[src/rtl/nket_ram.sv]
// ----------------------------------------------------------------------------
// nket_ram
// Generic simple dual-port RAM: one write port, one registered read port.
// ----------------------------------------------------------------------------
module nket_ram #(
  parameter  int WIDTH = 8,
  parameter  int DEPTH = 64,
  localparam int AW    = (DEPTH > 1) ? $clog2(DEPTH) : 1
) (
  input  logic             clk,
  input  logic             wr_en,
  input  logic [AW-1:0]    wr_addr,
  input  logic [WIDTH-1:0] wr_data,
  input  logic [AW-1:0]    rd_addr,
  output logic [WIDTH-1:0] rd_data
);

  logic [WIDTH-1:0] mem [DEPTH];

  // Write port
  always_ff @(posedge clk) begin
    if (wr_en) mem[wr_addr] <= wr_data;
  end

  // Registered read
  always_ff @(posedge clk) begin
    rd_data <= mem[rd_addr];
  end

endmodule

[config.mk]
export PLATFORM = sky130hd
export DESIGN_NAME = nket_ram
export DESIGN_NICKNAME = d
export VERILOG_FILES = /design/src/rtl/nket_ram.sv
export SDC_FILE = /design/constraint.sdc
export NUM_CORES = 1
export LEC_CHECK = 0
export BUFFER_PORTS_ARGS = -buffer_cell sky130_fd_sc_hd__buf_2
export CORE_MARGIN = 1
export CORE_UTILIZATION = 39
export DETAILED_ROUTE_END_ITERATION = 8
export PLACE_DENSITY_LB_ADDON = 0.1
export REMOVE_ABC_BUFFERS = 1
export SETUP_SLACK_MARGIN = 0.02
export SLEW_MARGIN = 20
export SYNTH_ARGS = -nofsm -noshare
export SYNTH_HDL_FRONTEND = slang
export SYNTH_SLANG_ARGS = --single-unit
[constraint.sdc]
create_clock -name clk -period 4.7 [get_ports clk]
set_clock_uncertainty 0.15 [all_clocks]
set_input_delay 0.94 -clock clk [delete_from_list [all_inputs] [get_ports clk]]
set_output_delay 0.94 -clock clk [all_outputs]
set_load 0.1 [all_outputs]
==> results.py, run 1 <==
metrics = {
    "route": {
        "drt_iter0_drc": 817,
        "drc": 0,
        "drt-vias-per-instance": 5.55,
        "first_pass_iters": 5,
        "wire_per_inst_microns": 28.5,
        "drt-total-wl_mm": 49.2,
        "vias": 9575,
        "ant_nets": 0,
    },
    "grt": {
        "grt_pass1_vias": 9924,
        "grtUsageTotal_pct": 19.2,
        "grt-ovfl-total": 0,
        "grt_pass1_wl_mm": 71.8,
        "grt_max_degree": 65,
        "antenna_found_initial": 0,
    },
    "placement": {
        "portBuffers": 29,
        "gp_congestion": 0.768,
        "post-place-ws_ps": 790,
        "dp_hpwl_mm": 30.4,
    },
    "pwr": {
        "leakagePower_nw": 7.14,
        "p_clk_share_pct": 43.2,
        "ir_drop_v": 0.000248,
        "power_switching_mw": 2.17,
        "intPower_mw": 7.87,
        "power_frac_seq_pct": 51.3,
        "finalPower_mw": 10.0,
        "power_density_mw_per_mm2": 437,
        "comb_power_share_pct": 5.5,
        "switching_share_pct": 21.6,
    },
    "clock_network": {
        "cts_max_path_buffers": 3,
        "hold_buffers": 0,
        "insertion_delay_ps": 600,
        "path_clk_slew_ps": 60,
        "htreeDepth": 2,
        "numCtsBuffers": 55,
        "root_buffer": "clkbuf_16",
        "cts_setup_buffers": 0,
        "cts_tree": "built",
        "ctsResizeCount": 0,
        "clock_sinks": 520,
    },
    "yosys": {
        "synthesis.area_sq_mm": 0.0202,
        "yosysWarnings": 0,
        "yosysUniqueCellTypes": 40,
        "async_flop_share_pct": 0,
        "postSynthCellCount": 940,
        "avgSynthCellArea_sq_um": 21.5,
        "ys.flop_type": "edfxtp_1",
        "ys_ff_latch": 520,
        "yosysSeqAreaShare_pct": 77.0,
        "synth-edff-count": 512,
    },
    "finish": {
        "layout_common_cells": "512 x edfxtp_1, 126 x mux4_2, 83 x nor2_1",
        "area_growth_pct": 13.9,
        "postLayoutCoreUtil_pct": 45.4,
        "layout.nets": 1031,
        "seqCellArea_sq_mm": 0.0155,
        "final_common_cell": "edfxtp_1",
        "n_fill_cell": 4218,
        "antenna_cells": 0,
        "final_layout_size_suffix_gt1_share_pct": 27.1,
        "multi_input_area_sq_mm": 0.00433,
    },
    "sta": {
        "setup_tns_ps": 0,
        "timing.final.ws_setup_ps": 1510,
        "fin_crit_sh_pct": 67.9,
        "period_minus_slack_ps": 3190,
        "max-slew-margin-rel_pct": 31.0,
        "hold_viol_final": 0,
        "drv_slew": 0,
        "rsz0062_at_grt": "false",
        "whs_ps": 655,
        "max_freq_mhz": 313,
        "worst-slew-pin-transition_ps": 1030,
        "setup_viol": 0,
    },
    "floorplan": {
        "coreArea_sq_mm": 0.0506,
        "die_h_microns": 229,
        "initial_core_util_pct": 39.9,
        "ios": 30,
        "rows": 82,
        "die-area_sq_mm": 0.0526,
        "die_w_microns": 229,
    },
    "setup_path": {
        "crit_path_end_kind": "flop",
        "critPathMaxFanout": 48,
        "startpoint_type": "input port",
        "critPathLaunch": "rd_addr[1]",
        "r2r-start": "mem[1][5]$_DFFE_PP_",
        "cp.arrival_ps": 3510,
        "cp.required_ps": 5020,
        "path_class": "input port to flop",
    },
    "job": {
        "maxCapViolCount": 0,
    },
    "hold_path": {
        "hold_path_class": "input port to flop",
        "worstHoldStart": "wr_data[2]",
    },
    "status": {
        "status": "completed",
    },
}
-- area by class of cell --
type | count | share of cell area, %
timing repair buffer | 63 | 2.04
sequential | 520 | 67.6
clock inverter | 32 | 1.23
clock buffer | 70 | 6.64
tap | 672 | 3.66
multi-input combinational | 369 | 18.8
-- worst max-delay path, stage by stage --
cell and delay [ps]:
buf_4 570, buf_12 340, mux4_2 540, mux2_2 270, a221oi_1 560, o2bb2ai_1 140
-- final timing paths --
check | to | slack [ps] | cells after the start
hold reg to reg | rd_data[2]$_DFF_P_ | 690 | 4
setup / recovery | rd_data[2]$_DFF_P_ | 1510 | 6
setup reg to reg | rd_data[5]$_DFF_P_ | 2450 | 4
hold / removal | mem[61][2]$_DFFE_PP_ | 660 | 1
-- metal layers --
metal | part of all wire, % | track usage [%] | vias to the layer above
met2 | 45 | 28.7 | 299
met1 | 47 | 28.4 | 5122
met3 | 6.0 | 4.16 | 73
met5 | 0 | 0 | -
met4 | 2.2 | 5.50 | 0
li1 | - | - | 4081
-- cell usage after synthesis, types with 4 or more instances --
cell type	count	area share, %
edfxtp_1	512	76
mux4_2	126	14
nor2_1	83	1.5
mux2i_1	23	1.1
nand2_1	19	0.35
clkbuf_1	17	0.32
nor2b_1	14	0.43
buf_4	13	0.48
mux2_2	13	0.73
nand3_1	13	0.32
buf_2	11	0.27
dfxtp_1	8	0.79
o221ai_1	8	0.35
o22ai_1	8	0.25
nand2b_1	7	0.22
nor3_1	7	0.17
a221oi_1	6	0.26
a211oi_1	4	0.15
buf_1	4	0.074
buf_6	4	0.22
-- sequential cells by signal (all words and copies together) (netlist names) --
register  count
mem         512
rd_data       8
-- logic make-up after synthesis --
| logic type | after synthesis | share of synthesized area [%] |
|---|---|---|
| compound gates | 54 | 2.07 |
| buf+inv | 51 | 1.57 |
| mux | 162 | 15.9 |
| simple gates | 153 | 3.39 |
| flops | 520 | 77.0 |
-- power by group through the flow --
stage / logic [mW] / clock network (mW) / registers (mW)
final: 0.551 / 4.34 / 5.15
after floorplan: 0.199 / 0 / 5.30
after global placement: 0.559 / 0 / 5.25
after global routing: 0.588 / 4.61 / 5.15
after detailed placement: 0.562 / 0 / 5.25
after CTS: 0.563 / 4.43 / 5.15
-- metrics by stage --
step                      instances  area [sq um]
final                          1726         23000
after global placement         1624         21200
after CTS                      1726         23000
after global routing           1726         23000
after detailed placement       1624         21200
after floorplan                 889         19900
(Power assumes the default switching activity.)
==> run 2, diff against run 1 <==
--- a/config.mk
+++ b/config.mk
@@ -5,6 +5,7 @@
 export SDC_FILE = /design/constraint.sdc
 export NUM_CORES = 1
 export LEC_CHECK = 0
+export ABC_AREA = 1
 export BUFFER_PORTS_ARGS = -buffer_cell sky130_fd_sc_hd__buf_2
 export CORE_MARGIN = 1
 export CORE_UTILIZATION = 39
==> constraint.sdc (replaced) <==
create_clock -name clk -period 2.65 [get_ports clk]
set_clock_uncertainty 0.15 [all_clocks]
set_input_delay 0.53 -clock clk [delete_from_list [all_inputs] [get_ports clk]]
set_output_delay 0.53 -clock clk [all_outputs]
set_load 0.1 [all_outputs]
==> run 2 against run 1 <==
- synthesized cell count increased by 92%
- global-route usage increased by 1.2 points
- die area increased by 5.8%
- cell area increased by 5.9%
- non-clock buffer count increased by 77
- area after synthesis increased by 5.8%
- setup slack got worse by 1000 ps
- register-to-register slack got worse by 1300 ps
- worst hold slack got worse by 490 ps
- total power increased by 75%
- flip-flop and latch count unchanged
- via count increased by 44%
- largest power group unchanged
==> results.py, run 2 <==
metrics = {
    "sta": {
        "max_freq_mhz": 460,
        "rsz0062_at_grt": "false",
        "setup_viol": 0,
        "drv_slew": 0,
        "fin_crit_sh_pct": 82.0,
        "setup_tns_ps": 0,
        "period_minus_slack_ps": 2170,
        "max-slew-margin-rel_pct": 50.5,
        "hold_viol_final": 0,
        "worst-slew-pin-transition_ps": 741,
    },
    "clock_network": {
        "ctsResizeCount": 0,
        "numCtsBuffers": 54,
        "insertion_delay_ps": 610,
        "path_clk_slew_ps": 60,
        "cts_tree": "built",
        "root_buffer": "clkbuf_16",
        "clock_sinks": 520,
        "hold_buffers": 0,
        "cts_max_path_buffers": 3,
        "cts_setup_buffers": 0,
        "htreeDepth": 2,
    },
    "pwr": {
        "ir_drop_v": 0.000446,
        "leakagePower_nw": 8.85,
        "p_clk_share_pct": 40.9,
        "power_density_mw_per_mm2": 721,
        "power_switching_mw": 4.06,
        "power_frac_seq_pct": 52.0,
        "finalPower_mw": 17.6,
        "intPower_mw": 13.5,
        "switching_share_pct": 23.1,
        "comb_power_share_pct": 7.1,
    },
    "finish": {
        "seqCellArea_sq_mm": 0.0155,
        "reg_top3": "mem x512, rd_data x8",
        "n_fill_cell": 4998,
        "regMostFlops": "mem",
        "final_common_cell": "nand2_1",
        "final_layout_size_suffix_gt1_share_pct": 11.0,
        "layout_common_cells": "648 x nand2_1, 512 x edfxtp_1, 439 x nand3_1",
        "largest_reg_flops": 512,
        "layout.nets": 1910,
        "antenna_cells": 0,
        "area_growth_pct": 14.0,
        "multi_input_area_sq_mm": 0.00495,
    },
    "placement": {
        "dp_hpwl_mm": 32.5,
        "gp_congestion": 0.791,
        "portBuffers": 29,
    },
    "setup_path": {
        "cp.required_ps": 1970,
        "critPathLaunch": "rd_data[0]$_DFF_P_",
        "crit_path_end_kind": "primary output",
        "crit_family": "buffers and inverters",
        "path_cells": "buf_2",
        "worstRegToRegCells": 8,
        "path_class": "flop to primary output",
        "r2r-start": "mem[31][5]$_DFFE_PP_",
        "worstReg2RegEnd": "rd_data[5]$_DFF_P_",
        "critical_path_buf_inv_count": 1,
        "critPathSlowestCell": "buf_2",
        "r2r_setup_slack_ps": 1130,
        "startpoint_type": "flop",
        "critPathMaxFanout": 1,
        "cp.arrival_ps": 1490,
        "worst-path-stages": 1,
        "cpPeakStageDelay_ps": 460,
    },
    "floorplan": {
        "die_h_microns": 236,
        "die-area_sq_mm": 0.0557,
        "ios": 30,
        "die_w_microns": 236,
        "coreArea_sq_mm": 0.0539,
        "rows": 85,
        "initial_core_util_pct": 39.6,
    },
    "hold_path": {
        "min_path_cells": 3,
        "worstHoldStart": "rd_addr[5]",
        "hold_path_class": "input port to flop",
        "min_to": "rd_data[6]$_DFF_P_",
    },
    "yosys": {
        "yosysUniqueCellTypes": 16,
        "yosysSeqAreaShare_pct": 72.8,
        "ys.flop_type": "edfxtp_1",
        "synthTopCellsByCount": "648 x nand2_1, 512 x edfxtp_1, 439 x nand3_1",
        "netlist_top_cells_area": "edfxtp_1 72%, nand2_1 11%, nand3_1 10%",
        "yosysWarnings": 0,
        "synth-edff-count": 512,
        "postSynthCellCount": 1805,
        "async_flop_share_pct": 0,
        "synth_top_cell_by_area": "edfxtp_1",
        "ys_ff_latch": 520,
        "yosysTopAreaCellShare_pct": 72.0,
        "avgSynthCellArea_sq_um": 11.8,
        "synth.most_common_cell": "nand2_1",
        "synthesis.area_sq_mm": 0.0213,
    },
    "route": {
        "ant_nets": 0,
        "drt-vias-per-instance": 5.25,
        "wire_per_inst_microns": 21.5,
        "drt-total-wl_mm": 56.4,
        "vias": 13798,
        "drc": 0,
        "first_pass_iters": 5,
        "drt_iter0_drc": 1174,
    },
    "grt": {
        "antenna_found_initial": 0,
        "grt-ovfl-total": 0,
        "grt_pass1_vias": 13144,
        "grtUsageTotal_pct": 20.4,
        "grt_pass1_wl_mm": 84.5,
        "grt_max_degree": 91,
    },
    "job": {
        "maxCapViolCount": 0,
    },
    "status": {
        "status": "completed",
    },
}
run 2: changes by cell type after synthesis, sizes merged, moves of 8 or more:
cell / change
nand2: +629
nand3: +426
mux4: -126
buf: +64
nor2: -27
mux2i: -23
nor2b: -14
mux2: -13
inv: +12
o221ai: -8
o22ai: -8
run 2: area by class of cell:
type	count	area share [%]
Clock buffer	77	6.12
Tap cell	696	3.58
Timing Repair Buffer	140	5.25
Multi-Input combinational cell	1160	20.3
Clock inverter	24	0.653
Inverter	12	0.216
Sequential cell	520	63.9
run 2: stage by stage:
stage	setup slack, ps	hold slack [ps]	instances	area (sq um)	utilization [%]
finish	478	167	2629	24300	45.1
global route	467	179	2629	24300	45.1
CTS	462	141	2629	24300	45.1
detailed placement	222	675	2528	22700	42.1
global placement	206	668	2528	22700	42.1
floorplan	-547	479	1692	20500	-
run 2: cell families (layout without fill, tap and decap cells):
kind of cell | count (synthesis) | in the layout | share of synthesized area (%)
buffers and inverters | 125 | 253 | 4.02
and+or+nand+nor | 1160 | 1160 | 23.2
DFF | 520 | 520 | 72.8
run 2: how the worst max path moves through the flow:
| stage | endpoint | slack (ps) |
|---|---|---|
| 4_1_cts | rd_data[2] | 460 |
| 5_1_grt | rd_data[2] | 470 |
| 3_3_place_gp | rd_data[1]$_DFF_P_ | 210 |
| 3_5_place_dp | rd_data[5]$_DFF_P_ | 220 |
| 2_1_floorplan | rd_data[7]$_DFF_P_ | -550 |
| 6_report | rd_data[0] | 480 |
run 2: per-layer routing:
| layer | global-route usage (%) | share of wire (%) | wire, microns | vias to the layer above |
|---|---|---|---|---|
| li1 | - | - | - | 6519 |
| met1 | 29.5 | 47 | 26400 | 6840 |
| met2 | 31.8 | 46 | 25800 | 344 |
| met3 | 3.02 | 4.8 | 2730 | 95 |
| met4 | 6.22 | 2.7 | 1510 | 0 |
| met5 | 0 | 0 | 0 | - |
run 2: power by group through the flow:
stage	clock [mW]	sequential (mW)	combinational [mW]
6_report	7.18	9.13	1.24
5_1_grt	7.61	9.13	1.36
4_1_cts	7.32	9.13	1.26
3_5_place_dp	0	9.30	1.26
3_3_place_gp	0	9.30	1.25
2_1_floorplan	0	9.41	0.460
==> run 3, diff against run 2 <==
--- a/config.mk
+++ b/config.mk
@@ -5,7 +5,7 @@
 export SDC_FILE = /design/constraint.sdc
 export NUM_CORES = 1
 export LEC_CHECK = 0
-export ABC_AREA = 1
+export ABC_AREA = 0
 export BUFFER_PORTS_ARGS = -buffer_cell sky130_fd_sc_hd__buf_2
 export CORE_MARGIN = 1
 export CORE_UTILIZATION = 39
==> constraint.sdc (replaced) <==
create_clock -name clk -period 1.85 [get_ports clk]
set_clock_uncertainty 0.15 [all_clocks]
set_input_delay 0.37 -clock clk [delete_from_list [all_inputs] [get_ports clk]]
set_output_delay 0.37 -clock clk [all_outputs]
set_load 0.1 [all_outputs]
==> run 3 against run 2 <==
- the run now ends with setup timing left
- first-iteration DRC count down 32%
- critical path depth grew 4
- utilization grew 3.1 points
- critical path type is now flop to flop
- critical endpoint is now rd_data[2]$_DFF_P_
==> results.py, run 3 (synthesized netlist as in run 1, its figures left out) <==
metrics = {
    "setup_path": {
        "path_class": "flop to flop",
        "crit_family": "multiplexers",
        "critPathMaxFanout": 1,
        "critical_path_buf_inv_count": 0,
        "cp.arrival_ps": 2370,
        "path_cells": "mux4_2 > mux4_2 > nor2_4 > nor3_2 > o2bb2ai_1",
        "cp_common_cell": "mux4_2",
        "cpPeakStageDelay_ps": 590,
        "critPathSlowestCell": "mux4_2",
        "cp.required_ps": 2180,
        "startpoint_type": "flop",
        "crit_path_end_kind": "flop",
    },
    "clock_network": {
        "htreeDepth": 2,
        "insertion_delay_ps": 600,
        "clock_sinks": 520,
        "cts_setup_buffers": 0,
        "root_buffer": "clkbuf_16",
        "path_clk_slew_ps": 60,
        "cts_tree": "built",
        "cts_max_path_buffers": 3,
        "numCtsBuffers": 54,
        "hold_buffers": 0,
    },
    "finish": {
        "final_common_cell": "edfxtp_1",
        "layout.nets": 1192,
        "regMostFlops": "mem",
        "largest_reg_flops": 512,
        "reg_top3": "mem x512, rd_data x8",
        "antenna_cells": 0,
        "area_growth_pct": 21.0,
        "final_layout_size_suffix_gt1_share_pct": 37.8,
        "n_fill_cell": 4271,
        "postLayoutCoreUtil_pct": 48.2,
        "layout_common_cells": "512 x edfxtp_1, 182 x buf_4, 126 x mux4_2",
    },
    "floorplan": {
        "coreArea_sq_mm": 0.0506,
        "die_h_microns": 229,
        "die-area_sq_mm": 0.0526,
        "die_w_microns": 229,
        "rows": 82,
        "initial_core_util_pct": 39.9,
        "ios": 30,
    },
    "sta": {
        "max_freq_mhz": 490,
        "hold_viol_final": 0,
        "max-slew-margin-rel_pct": 49.8,
        "setup_tns_ps": -774,
        "timing.final.ws_setup_ps": -189,
        "period_minus_slack_ps": 2040,
        "whs_ps": 54.5,
        "worst-slew-pin-transition_ps": 753,
        "rsz0062_at_grt": "true",
        "fin_crit_sh_pct": 110,
        "setup_viol": 7,
        "drv_slew": 0,
    },
    "grt": {
        "grt-ovfl-total": 0,
        "antenna_found_initial": 2,
        "grt_max_degree": 65,
        "grt_pass1_wl_mm": 71.8,
        "grt_pass1_vias": 10460,
        "grtUsageTotal_pct": 19.0,
    },
    "route": {
        "first_pass_iters": 5,
        "drt_iter0_drc": 796,
        "ant_nets": 0,
        "drt-vias-per-instance": 5.25,
        "wire_per_inst_microns": 25.7,
        "vias": 9895,
        "drc": 0,
        "drt-total-wl_mm": 48.4,
    },
    "pwr": {
        "leakagePower_nw": 8.01,
        "finalPower_mw": 25.1,
        "power_density_mw_per_mm2": 1030,
        "ir_drop_v": 0.000602,
    },
    "placement": {
        "portBuffers": 29,
        "dp_hpwl_mm": 31.4,
        "gp_congestion": 0.773,
        "post-place-ws_ps": -710,
    },
    "job": {
        "maxCapViolCount": 0,
    },
    "hold_path": {
        "hold_path_class": "input port to flop",
    },
    "status": {
        "violations": "setup timing",
        "status": "complete, but fails checks",
    },
}
run 3: changes by cell type in the layout (fill, tap and decap cells not counted), sizes merged, moves of 18 or more:
| cell | change |
|---|---|
| nand2 | -629 |
| nand3 | -426 |
| mux4 | +126 |
| buf | +86 |
| nor2 | +27 |
| mux2i | +23 |
| clkbuf | -18 |
run 3: worst paths after layout:
path | startpoint | end | slack [ps] | cells past startpoint
setup reg to reg | mem[15][2]$_DFFE_PP_ | rd_data[2]$_DFF_P_ | -190 | 5
hold reg to reg | mem[23][1]$_DFFE_PP_ | rd_data[1]$_DFF_P_ | 680 | 4
hold / removal | rd_addr[5] | rd_data[0]$_DFF_P_ | 50 | 3
setup / recovery | mem[15][2]$_DFFE_PP_ | rd_data[2]$_DFF_P_ | -190 | 5
run 3: area by class of cell:
type	count	area (sq um)	share of cell area (%)
Tap cell	672	841	3.45
Sequential cell	520	15500	63.7
Clock buffer	60	1400	5.72
Clock inverter	38	289	1.18
Timing Repair Buffer	225	1890	7.76
Multi-Input combinational cell	369	4440	18.2
run 3: worst reg2reg max path, delay by kind of cell (launching register included):
| family | cells | cell delay [ps] |
|---|---|---|
| AND/OR/NAND/NOR | 2 | 190 |
| multiplexers | 2 | 1100 |
| flip-flops | 1 | 360 |
| AO/OA/AOI/OAI | 1 | 140 |
run 3: power by group:
group          leakage, nW  switching, mW  total, mW  internal (mW)
Combinational         2.52          0.977       1.64          0.667
Sequential            4.67         0.0474       13.1           13.0
Clock                0.817           4.43       10.4           5.96
run 3: stage by stage:
step           cells  area, sq um
2_1_floorplan    889        19900
3_3_place_gp    1787        22500
3_5_place_dp    1787        22500
4_1_cts         1885        24400
5_1_grt         1884        24400
6_report        1884        24400
run 3: routing by layer:
layer | routed length [microns] | vias to the layer above | part of all wire [%] | global-route usage (%)
met3 | 2240 | 63 | 4.6 | 2.99
met5 | 10 | - | 0.021 | 0
met2 | 22300 | 214 | 46 | 29.1
met1 | 23000 | 5227 | 48 | 28.2
met4 | 862 | 2 | 1.8 | 4.92
li1 | - | 4389 | - | -
run 3: repair_timing:
item	CTS	global route
setup endpoints to repair	16	8
pin swaps	5	2
gates resized for setup	37	9
